`src/rtl/tsg_pkg.sv`:
```
// Package for the torus peer schedule generator.
// Holds sizes, register indexes, the controller state type, the command and
// status structs, and the ceiling-log2 helper. No dependencies.
package tsg_pkg;

  localparam int MAX_DIMS  = 4;
  localparam int MAX_STEPS = 16;
  localparam int DIM_W     = $clog2(MAX_DIMS);
  localparam int STEP_W    = $clog2(MAX_STEPS);
  localparam int CNT_W     = STEP_W + 1;
  localparam int RANK_W    = 16;
  localparam int NODE_W    = 17;
  localparam int SIZE_W    = 9;
  localparam int CFG_IDX_W = 3;
  localparam int CFG_W     = NODE_W;
  localparam int VIS_W     = 4;
  localparam int DIST_W    = 11;
  localparam int CO_W      = 12;
  localparam int DIV_STEPS = NODE_W;
  localparam int DIV_CNT_W = $clog2(DIV_STEPS + 1);

  localparam logic [CFG_IDX_W-1:0] CFG_DIM_COUNT  = 3'd0;
  localparam logic [CFG_IDX_W-1:0] CFG_PORT_INDEX = 3'd1;
  localparam logic [CFG_IDX_W-1:0] CFG_NODE_COUNT = 3'd2;
  localparam logic [CFG_IDX_W-1:0] CFG_SIZE_DIM0  = 3'd3;
  localparam logic [CFG_IDX_W-1:0] CFG_SIZE_DIM1  = 3'd4;
  localparam logic [CFG_IDX_W-1:0] CFG_SIZE_DIM2  = 3'd5;
  localparam logic [CFG_IDX_W-1:0] CFG_SIZE_DIM3  = 3'd6;

  typedef enum logic [1:0] {
    OP_NN,
    OP_CO,
    OP_CM
  } div_op_t;

  typedef enum logic [3:0] {
    ST_IDLE,
    ST_NN_GO,
    ST_NN_WAIT,
    ST_CO_GO,
    ST_CO_WAIT,
    ST_CM_GO,
    ST_CM_WAIT,
    ST_WGT,
    ST_STEP,
    ST_EMIT
  } state_t;

  typedef struct packed {
    logic    load;
    logic    div_start;
    div_op_t div_op;
    logic    idx_inc;
    logic    wgt_init;
    logic    wgt_step;
    logic    step_go;
    logic    emit_go;
  } cmd_t;

  typedef struct packed {
    logic div_done;
    logic idx_last;
    logic idx_zero;
    logic step_more;
    logic cnt_zero;
    logic emit_last;
  } sts_t;

  function automatic logic [4:0] clog2_node(input logic [NODE_W-1:0] n);
    logic [NODE_W-1:0] m;
    logic [4:0]        k;
    m = n - NODE_W'(1);
    k = '0;
    if (n > NODE_W'(1)) begin
      for (int i = 0; i < NODE_W; i++) begin
        if (m[i]) k = 5'(i + 1);
      end
    end
    return k;
  endfunction

endpackage

```
`src/rtl/tsg_div.sv`:
```
// Bit-serial restoring divider, one quotient bit per cycle.
// Divide by zero gives quotient 0 and remainder equal to the dividend.
// Depends on tsg_pkg.
module tsg_div (
  input  logic                       clk,
  input  logic                       rst_n,
  input  logic                       start,
  input  logic [tsg_pkg::NODE_W-1:0] dividend,
  input  logic [tsg_pkg::NODE_W-1:0] divisor,
  output logic                       done,
  output logic [tsg_pkg::NODE_W-1:0] quo,
  output logic [tsg_pkg::NODE_W-1:0] rem
);

  logic [tsg_pkg::NODE_W-1:0]    rem_r;
  logic [tsg_pkg::NODE_W-1:0]    quo_r;
  logic [tsg_pkg::NODE_W-1:0]    dvs_r;
  logic                          dz_r;
  logic [tsg_pkg::DIV_CNT_W-1:0] cnt_r;
  logic                          run_r;
  logic                          done_r;
  logic [tsg_pkg::NODE_W:0]      shl;
  logic [tsg_pkg::NODE_W+1:0]    diff;
  logic                          ge;

  assign shl  = {rem_r, quo_r[tsg_pkg::NODE_W-1]};
  assign diff = {1'b0, shl} - {2'b00, dvs_r};
  assign ge   = ~diff[tsg_pkg::NODE_W+1];

  always_ff @(posedge clk) begin
    if (!rst_n) begin
      run_r  <= 1'b0;
      done_r <= 1'b0;
      cnt_r  <= '0;
    end else begin
      done_r <= 1'b0;
      if (start) begin
        run_r <= 1'b1;
        cnt_r <= tsg_pkg::DIV_CNT_W'(tsg_pkg::DIV_STEPS);
      end else if (run_r) begin
        cnt_r <= cnt_r - tsg_pkg::DIV_CNT_W'(1);
        if (cnt_r == tsg_pkg::DIV_CNT_W'(1)) begin
          run_r  <= 1'b0;
          done_r <= 1'b1;
        end
      end
    end
  end

  always_ff @(posedge clk) begin
    if (start) begin
      rem_r <= '0;
      quo_r <= dividend;
      dvs_r <= divisor;
      dz_r  <= (divisor == '0);
    end else if (run_r) begin
      rem_r <= ge ? diff[tsg_pkg::NODE_W-1:0] : shl[tsg_pkg::NODE_W-1:0];
      quo_r <= {quo_r[tsg_pkg::NODE_W-2:0], ge};
    end
  end

  assign done = done_r;
  assign quo  = dz_r ? '0 : quo_r;
  assign rem  = rem_r;

endmodule

```
`src/rtl/tsg_datapath.sv`:
```
// Datapath: configuration registers, coordinate split through the divider,
// weight pass, per-step peer arithmetic, peer buffer and result registers.
// Depends on tsg_pkg and tsg_div.
module tsg_datapath (
  input  logic                          clk,
  input  logic                          rst_n,
  input  logic                          cfg_valid,
  input  logic [tsg_pkg::CFG_IDX_W-1:0] cfg_index,
  input  logic [tsg_pkg::CFG_W-1:0]     cfg_data,
  input  logic [tsg_pkg::RANK_W-1:0]    in_node_rank,
  input  logic                          in_phase,
  input  tsg_pkg::cmd_t                 cmd,
  output tsg_pkg::sts_t                 sts,
  output logic                          out_valid,
  output logic [tsg_pkg::STEP_W-1:0]    out_step_index,
  output logic [tsg_pkg::RANK_W-1:0]    out_peer_rank,
  output logic                          out_last_step
);

  localparam int NDW = tsg_pkg::DIM_W + 1;

  logic [2:0]                  dim_count_r;
  logic [2:0]                  port_index_r;
  logic [tsg_pkg::NODE_W-1:0]  node_count_r;
  logic [tsg_pkg::SIZE_W-1:0]  size_r [tsg_pkg::MAX_DIMS];

  logic [NDW-1:0]              nd;
  logic                        mirrored;
  logic [tsg_pkg::CNT_W-1:0]   steps;
  logic [4:0]                  steps_raw;
  logic [tsg_pkg::VIS_W-1:0]   limit [tsg_pkg::MAX_DIMS];
  logic [tsg_pkg::DIM_W-1:0]   ptr_init;

  logic [tsg_pkg::NODE_W-1:0]  nn_r;
  logic [tsg_pkg::NODE_W-1:0]  id_r;
  logic [tsg_pkg::RANK_W-1:0]  coord_r [tsg_pkg::MAX_DIMS];
  logic [tsg_pkg::RANK_W-1:0]  cm_r [tsg_pkg::MAX_DIMS];
  logic [tsg_pkg::RANK_W-1:0]  w_r [tsg_pkg::MAX_DIMS];
  logic [tsg_pkg::RANK_W-1:0]  acc_r;
  logic [tsg_pkg::RANK_W-1:0]  base_r;
  logic [tsg_pkg::DIM_W-1:0]   idx_r;
  tsg_pkg::div_op_t            op_r;
  logic                        phase_r;
  logic [tsg_pkg::CNT_W-1:0]   cnt_r;
  logic [NDW-1:0]              live_r;
  logic [tsg_pkg::MAX_DIMS-1:0] done_r;
  logic [tsg_pkg::VIS_W-1:0]   visits_r [tsg_pkg::MAX_DIMS];
  logic signed [tsg_pkg::DIST_W-1:0] dist_r [tsg_pkg::MAX_DIMS];
  logic [tsg_pkg::DIM_W-1:0]   ptr_r;
  logic [tsg_pkg::STEP_W-1:0]  k_r;
  logic [tsg_pkg::RANK_W-1:0]  peers_r [tsg_pkg::MAX_STEPS];

  logic                        out_valid_r;
  logic [tsg_pkg::STEP_W-1:0]  out_step_r;
  logic [tsg_pkg::RANK_W-1:0]  out_peer_r;
  logic                        out_last_r;

  logic [tsg_pkg::NODE_W-1:0]  div_a;
  logic [tsg_pkg::NODE_W-1:0]  div_b;
  logic                        div_done;
  logic [tsg_pkg::NODE_W-1:0]  div_q;
  logic [tsg_pkg::NODE_W-1:0]  div_rm;

  logic [tsg_pkg::DIM_W-1:0]   td;
  logic                        used_up;
  logic signed [tsg_pkg::DIST_W-1:0] dcur;
  logic signed [tsg_pkg::DIST_W-1:0] dd;
  logic signed [tsg_pkg::CO_W-1:0] s_td;
  logic signed [tsg_pkg::CO_W-1:0] cm_td;
  logic signed [tsg_pkg::CO_W-1:0] csum;
  logic signed [tsg_pkg::CO_W-1:0] cfix;
  logic signed [tsg_pkg::CO_W-1:0] delta;
  logic [tsg_pkg::RANK_W-1:0]  dext;
  logic [2*tsg_pkg::RANK_W-1:0] dprod;
  logic [tsg_pkg::RANK_W-1:0]  peer;
  logic [tsg_pkg::DIM_W-1:0]   ptr_nxt;
  logic [2*tsg_pkg::RANK_W-1:0] base_prod;
  logic [2*tsg_pkg::RANK_W-1:0] acc_prod;
  logic [tsg_pkg::STEP_W-1:0]  ridx;
  logic                        emit_last;

  // Effective configuration
  always_comb begin
    logic [2:0] v;
    if (dim_count_r == 3'd0) begin
      nd = NDW'(1);
    end else if (dim_count_r > 3'(tsg_pkg::MAX_DIMS)) begin
      nd = NDW'(tsg_pkg::MAX_DIMS);
    end else begin
      nd = NDW'(dim_count_r);
    end
    mirrored  = ({2'b00, port_index_r} >= 5'(nd));
    steps_raw = tsg_pkg::clog2_node(node_count_r);
    steps     = (steps_raw > 5'(tsg_pkg::MAX_STEPS)) ? tsg_pkg::CNT_W'(tsg_pkg::MAX_STEPS)
                                                     : tsg_pkg::CNT_W'(steps_raw);
    for (int i = 0; i < tsg_pkg::MAX_DIMS; i++) begin
      limit[i] = tsg_pkg::VIS_W'(tsg_pkg::clog2_node({8'd0, size_r[i]}));
    end
    v = port_index_r;
    for (int i = 0; i < 7; i++) begin
      if ({2'b00, v} >= 5'(nd)) v = 3'(v - 3'(nd));
    end
    ptr_init = tsg_pkg::DIM_W'(v);
  end

  // Configuration writes
  always_ff @(posedge clk) begin
    if (!rst_n) begin
      dim_count_r  <= 3'd1;
      port_index_r <= 3'd0;
      node_count_r <= tsg_pkg::NODE_W'(1);
      for (int i = 0; i < tsg_pkg::MAX_DIMS; i++) begin
        size_r[i] <= tsg_pkg::SIZE_W'(1);
      end
    end else if (cfg_valid) begin
      case (cfg_index)
        tsg_pkg::CFG_DIM_COUNT:  dim_count_r  <= cfg_data[2:0];
        tsg_pkg::CFG_PORT_INDEX: port_index_r <= cfg_data[2:0];
        tsg_pkg::CFG_NODE_COUNT: node_count_r <= cfg_data;
        tsg_pkg::CFG_SIZE_DIM0:  size_r[0]    <= cfg_data[tsg_pkg::SIZE_W-1:0];
        tsg_pkg::CFG_SIZE_DIM1:  size_r[1]    <= cfg_data[tsg_pkg::SIZE_W-1:0];
        tsg_pkg::CFG_SIZE_DIM2:  size_r[2]    <= cfg_data[tsg_pkg::SIZE_W-1:0];
        tsg_pkg::CFG_SIZE_DIM3:  size_r[3]    <= cfg_data[tsg_pkg::SIZE_W-1:0];
        default: ;
      endcase
    end
  end

  // Divider operands
  always_comb begin
    case (cmd.div_op)
      tsg_pkg::OP_NN: begin
        div_a = nn_r;
        div_b = tsg_pkg::NODE_W'(size_r[idx_r]);
      end
      tsg_pkg::OP_CO: begin
        div_a = id_r;
        div_b = nn_r;
      end
      tsg_pkg::OP_CM: begin
        div_a = tsg_pkg::NODE_W'(coord_r[idx_r]);
        div_b = tsg_pkg::NODE_W'(size_r[idx_r]);
      end
      default: begin
        div_a = nn_r;
        div_b = nn_r;
      end
    endcase
  end

  tsg_div u_div (
    .clk      (clk),
    .rst_n    (rst_n),
    .start    (cmd.div_start),
    .dividend (div_a),
    .divisor  (div_b),
    .done     (div_done),
    .quo      (div_q),
    .rem      (div_rm)
  );

  // Step arithmetic
  always_comb begin
    logic [NDW:0] cand;
    logic         found;
    td    = '0;
    found = 1'b0;
    for (int o = 0; o < tsg_pkg::MAX_DIMS; o++) begin
      cand = (NDW+1)'(ptr_r) + (NDW+1)'(o);
      if (cand >= (NDW+1)'(nd)) cand = cand - (NDW+1)'(nd);
      if ((NDW'(o) < nd) && !found && !done_r[cand[tsg_pkg::DIM_W-1:0]]) begin
        td    = cand[tsg_pkg::DIM_W-1:0];
        found = 1'b1;
      end
    end
    used_up = (visits_r[td] >= limit[td]);
    dcur    = dist_r[td];
    dd      = (coord_r[td][0] ^ mirrored) ? -dcur : dcur;
    s_td    = signed'(tsg_pkg::CO_W'(size_r[td]));
    cm_td   = signed'(tsg_pkg::CO_W'(cm_r[td][tsg_pkg::SIZE_W-1:0]));
    csum    = cm_td + tsg_pkg::CO_W'(dd);
    if (csum < 0) begin
      cfix = csum + s_td;
    end else if (csum >= s_td) begin
      cfix = csum - s_td;
    end else begin
      cfix = csum;
    end
    delta = cfix - cm_td;
    dext  = tsg_pkg::RANK_W'(delta);
    dprod = dext * w_r[td];
    peer  = base_r + dprod[tsg_pkg::RANK_W-1:0];
    if ((NDW'(ptr_r) + NDW'(1)) >= nd) begin
      ptr_nxt = '0;
    end else begin
      ptr_nxt = ptr_r + tsg_pkg::DIM_W'(1);
    end
  end

  assign base_prod = cm_r[idx_r] * acc_r;
  assign acc_prod  = acc_r * tsg_pkg::RANK_W'(size_r[idx_r]);

  assign ridx      = phase_r ? (cnt_r[tsg_pkg::STEP_W-1:0] - tsg_pkg::STEP_W'(1) - k_r) : k_r;
  assign emit_last = ((tsg_pkg::CNT_W'(k_r) + tsg_pkg::CNT_W'(1)) == cnt_r);

  // Control registers of the datapath
  always_ff @(posedge clk) begin
    if (!rst_n) begin
      cnt_r       <= '0;
      live_r      <= '0;
      done_r      <= '0;
      idx_r       <= '0;
      ptr_r       <= '0;
      k_r         <= '0;
      op_r        <= tsg_pkg::OP_NN;
      out_valid_r <= 1'b0;
    end else begin
      out_valid_r <= cmd.emit_go;
      if (cmd.load) begin
        cnt_r  <= '0;
        live_r <= nd;
        done_r <= '0;
        idx_r  <= '0;
        ptr_r  <= ptr_init;
        k_r    <= '0;
      end
      if (cmd.div_start) op_r <= cmd.div_op;
      if (cmd.idx_inc) idx_r <= idx_r + tsg_pkg::DIM_W'(1);
      if (cmd.wgt_step) idx_r <= idx_r - tsg_pkg::DIM_W'(1);
      if (cmd.step_go) begin
        if (used_up) begin
          done_r[td] <= 1'b1;
          live_r     <= live_r - NDW'(1);
        end else begin
          cnt_r <= cnt_r + tsg_pkg::CNT_W'(1);
          ptr_r <= ptr_nxt;
        end
      end
      if (cmd.emit_go) k_r <= k_r + tsg_pkg::STEP_W'(1);
    end
  end

  // Payload registers
  always_ff @(posedge clk) begin
    if (cmd.load) begin
      nn_r    <= node_count_r;
      id_r    <= tsg_pkg::NODE_W'(in_node_rank);
      phase_r <= in_phase;
      for (int i = 0; i < tsg_pkg::MAX_DIMS; i++) begin
        visits_r[i] <= '0;
        dist_r[i]   <= tsg_pkg::DIST_W'(1);
      end
    end
    if (div_done) begin
      case (op_r)
        tsg_pkg::OP_NN: nn_r <= div_q;
        tsg_pkg::OP_CO: begin
          coord_r[idx_r] <= div_q[tsg_pkg::RANK_W-1:0];
          id_r           <= div_rm;
        end
        tsg_pkg::OP_CM: cm_r[idx_r] <= div_rm[tsg_pkg::RANK_W-1:0];
        default: ;
      endcase
    end
    if (cmd.wgt_init) begin
      acc_r  <= tsg_pkg::RANK_W'(1);
      base_r <= '0;
    end
    if (cmd.wgt_step) begin
      w_r[idx_r] <= acc_r;
      base_r     <= base_r + base_prod[tsg_pkg::RANK_W-1:0];
      acc_r      <= acc_prod[tsg_pkg::RANK_W-1:0];
    end
    if (cmd.step_go && !used_up) begin
      dist_r[td]   <= tsg_pkg::DIST_W'(1) - (dcur <<< 1);
      visits_r[td] <= visits_r[td] + tsg_pkg::VIS_W'(1);
      peers_r[cnt_r[tsg_pkg::STEP_W-1:0]] <= peer;
    end
    if (cmd.emit_go) begin
      out_step_r <= k_r;
      out_peer_r <= peers_r[ridx];
      out_last_r <= emit_last;
    end
  end

  assign sts.div_done  = div_done;
  assign sts.idx_last  = (NDW'(idx_r) == (nd - NDW'(1)));
  assign sts.idx_zero  = (idx_r == '0);
  assign sts.step_more = (cnt_r < steps) && (live_r != '0);
  assign sts.cnt_zero  = (cnt_r == '0);
  assign sts.emit_last = emit_last;

  assign out_valid      = out_valid_r;
  assign out_step_index = out_step_r;
  assign out_peer_rank  = out_peer_r;
  assign out_last_step  = out_last_r;

endmodule

```
`src/rtl/tsg_ctrl.sv`:
```
// Controller state machine: sequences the coordinate split, weight pass,
// step walk and result emission. Depends on tsg_pkg.
module tsg_ctrl (
  input  logic          clk,
  input  logic          rst_n,
  input  logic          start,
  input  tsg_pkg::sts_t sts,
  output tsg_pkg::cmd_t cmd,
  output logic          busy
);

  tsg_pkg::state_t state_r;
  tsg_pkg::state_t state_nxt;

  always_ff @(posedge clk) begin
    if (!rst_n) begin
      state_r <= tsg_pkg::ST_IDLE;
    end else begin
      state_r <= state_nxt;
    end
  end

  always_comb begin
    state_nxt = state_r;
    case (state_r)
      tsg_pkg::ST_IDLE:    if (start) state_nxt = tsg_pkg::ST_NN_GO;
      tsg_pkg::ST_NN_GO:   state_nxt = tsg_pkg::ST_NN_WAIT;
      tsg_pkg::ST_NN_WAIT: if (sts.div_done) state_nxt = tsg_pkg::ST_CO_GO;
      tsg_pkg::ST_CO_GO:   state_nxt = tsg_pkg::ST_CO_WAIT;
      tsg_pkg::ST_CO_WAIT: if (sts.div_done) state_nxt = tsg_pkg::ST_CM_GO;
      tsg_pkg::ST_CM_GO:   state_nxt = tsg_pkg::ST_CM_WAIT;
      tsg_pkg::ST_CM_WAIT: begin
        if (sts.div_done) begin
          state_nxt = sts.idx_last ? tsg_pkg::ST_WGT : tsg_pkg::ST_NN_GO;
        end
      end
      tsg_pkg::ST_WGT:     if (sts.idx_zero) state_nxt = tsg_pkg::ST_STEP;
      tsg_pkg::ST_STEP: begin
        if (!sts.step_more) begin
          state_nxt = sts.cnt_zero ? tsg_pkg::ST_IDLE : tsg_pkg::ST_EMIT;
        end
      end
      tsg_pkg::ST_EMIT:    if (sts.emit_last) state_nxt = tsg_pkg::ST_IDLE;
      default:             state_nxt = tsg_pkg::ST_IDLE;
    endcase
  end

  always_comb begin
    cmd        = '0;
    cmd.div_op = tsg_pkg::OP_NN;
    case (state_r)
      tsg_pkg::ST_IDLE:  cmd.load = start;
      tsg_pkg::ST_NN_GO: begin
        cmd.div_start = 1'b1;
        cmd.div_op    = tsg_pkg::OP_NN;
      end
      tsg_pkg::ST_CO_GO: begin
        cmd.div_start = 1'b1;
        cmd.div_op    = tsg_pkg::OP_CO;
      end
      tsg_pkg::ST_CM_GO: begin
        cmd.div_start = 1'b1;
        cmd.div_op    = tsg_pkg::OP_CM;
      end
      tsg_pkg::ST_CM_WAIT: begin
        cmd.wgt_init = sts.div_done & sts.idx_last;
        cmd.idx_inc  = sts.div_done & ~sts.idx_last;
      end
      tsg_pkg::ST_WGT:   cmd.wgt_step = 1'b1;
      tsg_pkg::ST_STEP:  cmd.step_go  = sts.step_more;
      tsg_pkg::ST_EMIT:  cmd.emit_go  = 1'b1;
      default: ;
    endcase
  end

  assign busy = (state_r != tsg_pkg::ST_IDLE);

endmodule

```
`src/rtl/torus_peer_schedule_generator.sv`:
```
// Torus peer schedule generator, top level: controller plus datapath.
// Depends on tsg_pkg, tsg_ctrl, tsg_datapath (with tsg_div).
//
// A request (rank and phase) is taken when start is high and busy is low.
// The rank is split into torus coordinates by a bit-serial divider: three
// divisions per dimension in use (launch, 17 quotient bits, finish). A
// weight pass then covers each dimension in turn, and the step walk records
// one step or retires one used-up dimension at a time. The results follow
// one per cycle, each shown on out_valid for a single cycle; the receiver
// cannot stall them, so it must take every word as it appears. The last
// word shows in the same cycle in which busy falls. Configuration is written
// through cfg_valid/cfg_ready; cfg_ready is high only while busy is low.
module torus_peer_schedule_generator (
  input  logic                          clk,
  input  logic                          rst_n,
  input  logic                          start,
  output logic                          busy,
  input  logic [tsg_pkg::RANK_W-1:0]    in_node_rank,
  input  logic                          in_phase,
  output logic                          out_valid,
  output logic [tsg_pkg::STEP_W-1:0]    out_step_index,
  output logic [tsg_pkg::RANK_W-1:0]    out_peer_rank,
  output logic                          out_last_step,
  input  logic                          cfg_valid,
  output logic                          cfg_ready,
  input  logic [tsg_pkg::CFG_IDX_W-1:0] cfg_index,
  input  logic [tsg_pkg::CFG_W-1:0]     cfg_data
);

  tsg_pkg::cmd_t cmd;
  tsg_pkg::sts_t sts;
  logic          busy_int;

  assign cfg_ready = ~busy_int;
  assign busy      = busy_int;

  tsg_ctrl u_ctrl (
    .clk   (clk),
    .rst_n (rst_n),
    .start (start),
    .sts   (sts),
    .cmd   (cmd),
    .busy  (busy_int)
  );

  tsg_datapath u_dp (
    .clk            (clk),
    .rst_n          (rst_n),
    .cfg_valid      (cfg_valid & ~busy_int),
    .cfg_index      (cfg_index),
    .cfg_data       (cfg_data),
    .in_node_rank   (in_node_rank),
    .in_phase       (in_phase),
    .cmd            (cmd),
    .sts            (sts),
    .out_valid      (out_valid),
    .out_step_index (out_step_index),
    .out_peer_rank  (out_peer_rank),
    .out_last_step  (out_last_step)
  );

endmodule

```
`config.mk`:
```
export PLATFORM = sky130hd
export DESIGN_NAME = torus_peer_schedule_generator
export DESIGN_NICKNAME = d
export VERILOG_FILES = /design/src/rtl/tsg_pkg.sv /design/src/rtl/tsg_div.sv /design/src/rtl/tsg_datapath.sv /design/src/rtl/tsg_ctrl.sv /design/src/rtl/torus_peer_schedule_generator.sv
export SDC_FILE = /design/constraint.sdc
export NUM_CORES = 2
export LEC_CHECK = 0
export BUFFER_PORTS_ARGS = -buffer_cell sky130_fd_sc_hd__buf_2
export CAP_MARGIN = 30
export CORE_MARGIN = 1.5
export CORE_UTILIZATION = 30
export CTS_CLUSTER_SIZE = 14
export DETAILED_ROUTE_END_ITERATION = 16
export PLACE_DENSITY = 0.52
export SLEW_MARGIN = 20
export SYNTH_ARGS = -nofsm -noshare
export SYNTH_HDL_FRONTEND = slang
export SYNTH_SLANG_ARGS = --single-unit
```
`constraint.sdc`:
```
create_clock -name clk -period 36.5 [get_ports clk]
set_clock_uncertainty 0.1 [all_clocks]
set_input_delay 7.3 -clock clk [delete_from_list [all_inputs] [get_ports clk]]
set_output_delay 7.3 -clock clk [all_outputs]
set_load 0.02 [all_outputs]
```
# After elaboration in Yosys (flattened, before gate mapping)
# Memories as Yosys holds them, arrays and structs flattened. A register that Yosys moved wholly into a read port is not among the register bits.
# Cells that the tools add are included.
# op_classes
eq_ne	29
n_addsub	41
shift	0
n_div	0
multipliers	3
n_mux	230
magnitude_cmp	34
reduce_logical	41
n_bitwise	15
# ops
op	n
$mux W4	70
$mux W17	11
$mux W3	32
$mux W2	35
$mux W16	4
$mux W1	52
$mux W5	9
$pmux W4 S10	1
$sub A9 B1 Y10 const B	4
$gt A9 B1 Y1 const B	4
$mux W9	4
$pmux W17 S2	1
$ge A3 B3 Y1	11
$add A16 B16 Y16	2
$mux W12	2
$sub A12 B10 Y12	2
$mux W11	2
$sub A18 B17 Y19	1
$sub A3 B3 Y3	6
$gt A17 B1 Y1 const B	1
$logic_not A17 Y1	1
$sub A17 B1 Y17 const B	1
$eq A4 B3 Y1 const B	4
$mul A12 B16 Y16	1
other kinds (68)	132
# word_totals
ram_bits	544
latchBits	0
reg_bits	181
inputBits	41
mem_count	7
romBits	0
# mem_list
memory	depth	word_bits	rd	rd_clocked_by_memory_dff	wr	line_no	source
u_dp.peers_r	16	16	1	1	1	tsg_datapath.sv:51	logic [tsg_pkg::RANK_W-1:0] peers_r [tsg_pkg::MAX_STEPS];
u_dp.cm_r	4	16	2	1	1	tsg_datapath.sv:37	logic [tsg_pkg::RANK_W-1:0] cm_r [tsg_pkg::MAX_DIMS];
u_dp.coord_r	4	16	2	1	1	tsg_datapath.sv:36	logic [tsg_pkg::RANK_W-1:0] coord_r [tsg_pkg::MAX_DIMS];
u_dp.w_r	4	16	1	0	1	tsg_datapath.sv:38	logic [tsg_pkg::RANK_W-1:0] w_r [tsg_pkg::MAX_DIMS];
u_dp.dist_r	4	11	1	0	4	tsg_datapath.sv:48	logic signed [tsg_pkg::DIST_W-1:0] dist_r [tsg_pkg::MAX_DIMS];
u_dp.size_r	4	9	6	1	4	tsg_datapath.sv:25	logic [tsg_pkg::SIZE_W-1:0] size_r [tsg_pkg::MAX_DIMS];
+1 memories	--	--	--	--	--	--	

# Depth between registers and ports, before layout
# depth
depth_word	33
mapped_depth	74
depth_no_buf	69

# By module
# From an unflattened synthesis, not the netlist that was laid out.
# hier_totals
cells_unflattened	4478
hier_area_um2	48745.5
# modules_own_cells
mod	cells_each	seq_area_each_um2	instances	area_each_um2
tsg_datapath	4097	19478.7	1	44980.6
tsg_div	323	1531.5	1	3345.7
tsg_ctrl	56	80.1	1	409.1
torus_peer_schedule_generator	2	0.0	1	10.0

# Worst setup path after synthesis
# OpenSTA, ideal clock, no wires.
# synth_timing
path_type	reg2reg
startpoint	register u_dp.dim_count_r[2]
endpoint	memory u_dp.peers_r[0][15] in the netlist's numbering (data pin)
n_path_buf	6
path_slack_ps	20919
t_arrival_ps	15184
required_ps	36103
synth_period_minus_slack_ps	15581
path_stages_with_launch	68
setup_ps	297
path_cell_list	dfxtp_1 buf_2 inv_1 nand2_1 ha_1 o21ai_1 a21oi_1 a221o_1 a211oi_1 a311oi_4 o21ai_4 a21o_4 buf_4 clkbuf_1 clkbuf_1 buf_1 nand2_1 a31oi_1 [... 32 more ...] nand2b_1 fa_1 fa_1 fa_1 fa_1 inv_1 fa_1 ha_1 ha_1 or3_1 o211ai_1 xnor2_1 xnor2_1 xnor3_2 or3_1 o2111ai_2 xnor2_1 xnor2_1
# synth_via
elab_chain_cells	32
word_cells_on_any_way	68
cone_classes	add/sub (10); mul (1); order compare (12); mux (24); bitwise (1); reduce/logical (15); memory (5)
# synth_lines
item	line_no	source
start: declaration	tsg_datapath.sv:22	logic [2:0] dim_count_r;
start signal: assignment	tsg_datapath.sv:117	tsg_pkg::CFG_DIM_COUNT: dim_count_r <= cfg_data[2:0];
$gt A3 B3 Y1	tsg_datapath.sv:87	end else if (dim_count_r > 3'(tsg_pkg::MAX_DIMS)) begin
$mux W3	tsg_datapath.sv:87	
$mux W3 (*)	tsg_datapath.sv:85	if (dim_count_r == 3'd0) begin
$ge A2 B3 Y1 or $sub A2 B2 Y2 (tied branches)	tsg_datapath.sv:170	if (cand >= (NDW+1)'(nd)) cand = cand - (NDW+1)'(nd);
$mux W2	tsg_datapath.sv:170	
$bmux W1 S2	tsg_datapath.sv:171	if ((NDW'(o) < nd) && !found && !done_r[cand[tsg_pkg::DIM_W-1:0]]) begin
$mux W1 (not written as such)	tsg_datapath.sv:171	
$logic_not A1 Y1	tsg_datapath.sv:171	
[... 17 more ...]	--	
$add A10 B11 Y12	tsg_datapath.sv:181	csum = cm_td + tsg_pkg::CO_W'(dd);
$sub A12 B10 Y12 or $ge A12 B10 Y1 (tied branches)	tsg_datapath.sv:185, tsg_datapath.sv:184	
$mux W12	tsg_datapath.sv:184	end else if (csum >= s_td) begin
$mux W12	tsg_datapath.sv:182	if (csum < 0) begin
$sub A12 B10 Y12	tsg_datapath.sv:189	delta = cfix - cm_td;
$mul A12 B16 Y16 (*)	tsg_datapath.sv:191	dprod = dext * w_r[td];
$add A16 B16 Y16 (*)	tsg_datapath.sv:192	peer = base_r + dprod[tsg_pkg::RANK_W-1:0];
net u_dp.peer (one bit)	tsg_datapath.sv:75	logic [tsg_pkg::RANK_W-1:0] peer;
end: declaration	tsg_datapath.sv:51	
# Mark *: on every way through the listed nets, which the timed path passes. The rest lies on a longest branch. The select of a mux whose other input is x is not followed.

# Final worst setup path
# layout_timing
startpoint	register u_dp.dim_count_r[2]
endpoint	memory u_dp.peers_r[9][15] in the netlist's numbering (data pin)
# The elaborated chain is that of the path after synthesis.

==> insert_results.sql <==
INSERT INTO impl_metrics (metric_group, metric, value, unit) VALUES
('status', 'status', 'complete, no violations', ''),
('grt', 'global_route.usage.total', '15.69', '%'),
('grt', 'wire_length_of_the_first_global_routing_pass', '197.5', 'mm'),
('routing', 'drtAntennaViolNets', '0', ''),
('clocking', 'clock_latency', '690', 'ps'),
('routing', 'avgViaCountPerCell', '4.921', ''),
('timing', 'period_needed', '17090', 'ps'),
('floorplan', 'design.portCount', '65', ''),
('timing', 'period_share', '46.82', '%'),
('placed_design', 'port_buffers', '64', ''),
('timing', 'rsz0062_at_grt', 'false', ''),
('timing', 'final_setup_violating_endpoints', '0', ''),
('clocking', 'clk_path_buf_depth', '3', ''),
('routing', 'detailroute.via_count', '32170', ''),
('grt', 'grt_max_degree', '74', ''),
('worst_setup_path', 'worst-setup-path-type', 'reg2reg', ''),
('cells_and_area', 'drive_gt1_share', '10.86', '%'),
('synth', 'ys_warn_count', '0', ''),
('synth', 'yosysTopAreaCell', 'edfxtp_1', ''),
('floorplan', 'area_of_the_core_region', '158700', 'µm²'),
('routing', 'drt_pre_antenna_iters', '6', ''),
('floorplan', 'std_cell_rows', '146', ''),
('clocking', 'htree_num_levels', '3', ''),
('worst_setup_path', 'worst_setup_path_end_kind', 'flop', ''),
('synth', 'synth.distinct_cells', '107', ''),
('worst_setup_path', 'cpPeakStageDelay', '730', 'ps'),
('cells_and_area', 'nFillCells', '15760', ''),
('clocking', 'postCtsResizedCells', '0', ''),
('synth', 'mean_instance_size_in_the_synthesized_netlist', '11.03', 'µm²'),
('grt', 'grt_pass1_vias', '32920', ''),
('clocking', 'cts_hold_buffers', '0', ''),
('clocking', 'postCtsSetupRepairBufs', '0', ''),
('worst_setup_path', 'crit_path_top_delay_cell', 'buf_4', ''),
('grt', 'grt_remaining_overflow', '0', ''),
('timing', 'hold_violation_total_from_the_final_report', '0', ''),
('synth', 'synth_top_area_share', '39.27', '%'),
('routing', 'drt-total-wl', '127.4', 'mm'),
('cells_and_area', 'finish.net_count', '4958', ''),
('floorplan', 'die-area', '162700', 'µm²'),
('timing', 'max_freq', '58.52', 'MHz'),
('synth', 'fraction_of_the_yosys_area_taken_by_sequential_cells', '43.85', '%'),
('synth', 'synth_area', '48100', 'µm²'),
('timing', 'relSlewSlack', '32.05', '%'),
('synth', 'synth_flop_cell', 'edfxtp_1', ''),
('placed_design', 'gp_congestion', '0.8588', ''),
('synth', 'synthArstFlopShare', '0', '%'),
('clocking', 'clk_pin_slew', '60', 'ps'),
('worst_setup_path', 'required', '36790', 'ps'),
('cells_and_area', 'most_common_cell_after_layout_fill_and_taps_aside', 'nand2_1', ''),
('cells_and_area', 'multiInputGateArea', '24650', 'µm²'),
('routing', 'detail_route.iter0.violations', '2124', ''),
('synth', 'synthesized_nets', '4923', ''),
('clocking', 'tritoncts.num_buffers', '81', ''),
('routing', 'wl_per_cell', '19.49', 'µm'),
('cells_and_area', 'regArea', '21090', 'µm²'),
('worst_setup_path', 'worstPathMaxFanout', '73', ''),
('cells_and_area', 'layout.cells.most_common_list', 'nand2_1, edfxtp_1, inv_1', ''),
('clocking', 'cts_root_buf', 'clkbuf_16', ''),
('synth', 'netlist_top_cells_area', 'edfxtp_1, fa_1, ha_1', ''),
('timing', 'least_margin_pin_slew', '1011', 'ps'),
('clocking', 'cts_tree', 'built', ''),
('placed_design', 'hpwl', '88.29', 'mm'),
('grt', 'grt_antenna_before_repair', '1', ''),
('synth', 'synth_enable_flop_cells', '629', ''),
('worst_setup_path', 'worst_ep_arrival_time', '17380', 'ps'),
('min_path', 'hold_path_class', 'reg2reg', ''),
('floorplan', 'dieWidth', '403.4', 'µm'),
('routing', 'drt_drc_violations_left', '0', ''),
('run', 'timing.max_cap.violations', '0', ''),
('synth', 'synth-seq-cells', '739', ''),
('worst_setup_path', 'cp-start-kind', 'flop', ''),
('timing', 'setup_tns', '0', 'ps'),
('worst_setup_path', 'crit_top_cell', 'a21o_1', ''),
('timing', 'timing_max_transition_violations_final', '0', ''),
('floorplan', 'initial_core_util', '30.30', '%'),
('cells_and_area', 'area_delta_synth_final', '11.71', '%'),
('floorplan', 'die_h', '403.4', 'µm'),
('clocking', 'numClockSinks', '739', ''),
('synth', 'synth_cells', '4362', '');
[cell usage after synthesis (8+ instances only)]
| cell type | count |
|---|---|
| nor2b_1 | 59 |
| and3_1 | 24 |
| a21oi_1 | 114 |
| nand2b_1 | 51 |
| and2_1 | 200 |
| a211oi_1 | 39 |
| a31oi_1 | 61 |
| nor3_1 | 42 |
| mux2i_1 | 74 |
| dfxtp_1 | 110 |
| o211ai_1 | 19 |
| edfxtp_1 | 629 |
| or3_1 | 16 |
| o22ai_1 | 11 |
| nor4_1 | 17 |
| clkbuf_1 | 158 |
| nand2_1 | 634 |
| mux4_2 | 105 |
| o21bai_1 | 28 |
| ha_1 | 254 |
| a22oi_1 | 19 |
| a221o_1 | 8 |
| a21boi_0 | 37 |
| o21a_1 | 10 |
| xnor2_1 | 115 |
| buf_1 | 29 |
| mux2_2 | 24 |
| o221ai_1 | 8 |
| o31ai_1 | 10 |
| o21ai_0 | 155 |
| xor2_1 | 46 |
| nand3_1 | 52 |
| a21o_1 | 42 |
| or2_2 | 14 |
| inv_1 | 465 |
| fa_1 | 266 |
| nor2_1 | 268 |
[per-stage QoR]
step	hold slack, ps	instance area (µm²)	utilization, %	cells	worst slack (ps)
global placement	369.5	50960	32.10	6377	19150
global route	409.7	53730	33.85	6537	18010
detailed placement	367.2	51040	32.15	6384	18840
floorplan	344.3	48100	-	4362	20920
finish	383.0	53730	33.85	6538	19410
CTS	385.5	53700	33.83	6535	18730
[path summary, 6_finish.rpt]
check / from / end / slack, ps / cells after the start
hold reg to reg: u_dp.id_r[0] / u_dp.id_r[0] / 380 / 2
setup / recovery: u_dp.dim_count_r[2] / u_dp.peers_r[9][15] / 19410 / 63
hold / removal: u_dp.id_r[0] / u_dp.id_r[0] / 380 / 2
setup reg to reg: u_dp.dim_count_r[2] / u_dp.peers_r[9][15] / 19410 / 63
[state kept, by name (all words and copies together) (netlist names), 16 cells and up, named ones only]
signal,count
u_dp.w_r,64
u_dp.base_r,16
u_dp.u_div.dvs_r,17
u_dp.acc_r,16
u_dp.u_div.rem,17
u_dp.node_count_r,17
u_dp.out_peer_rank,16
u_dp.peers_r,256
u_dp.id_r,17
u_dp.cm_r,64
u_dp.u_div.quo_r,17
u_dp.coord_r,64
u_dp.size_r,36
u_dp.dist_r,40
u_dp.visits_r,16
u_dp.nn_r,17
[kinds of logic (layout without fill, tap and decap cells)]
logic type	Yosys count	after routing	synth area share (%)
adder cells (fa/ha/maj)	520	520	17.68
multiplexers	210	210	7.297
buffers and inverters	663	766	5.257
XOR/XNOR	169	169	3.270
flip-flops	739	739	43.85
AO/OA/AOI/OAI	645	645	9.040
other	0	1	0
AND/OR/NAND/NOR	1416	1416	13.61
[area by class of cell]
cell class / instances / share of cell area (%)
Sequential cell: 739 / 39.26
Tap cell: 2072 / 4.825
Inverter: 465 / 3.248
Clock buffer: 104 / 3.989
Antenna cell: 1 / 0.004657
Clock inverter: 47 / 0.9617
Timing Repair Buffer: 150 / 1.828
Multi-Input combinational cell: 2960 / 45.89
[metal layers]
layer  part of all wire (%)  vias to the layer above  GRT usage [%]
li1                       -                    15130              -
met1                     46                    16230          21.57
met2                     47                      664          26.02
met3                    4.0                      154          1.891
met4                    2.2                        0          4.270
met5                      0                        -              0
[critical path, delay by kind of cell (launching register included)]
family / cells / cell delay [ps]
compound gates: 22 / 4730
fa+ha+maj: 11 / 4470
simple gates: 15 / 3260
xor+xnor: 8 / 1920
buf+inv: 7 / 1690
flops: 1 / 560
Power is left out: the tool's default activity adds up to more than one toggle a clock period on the data nets, which glitch-free logic cannot reach.
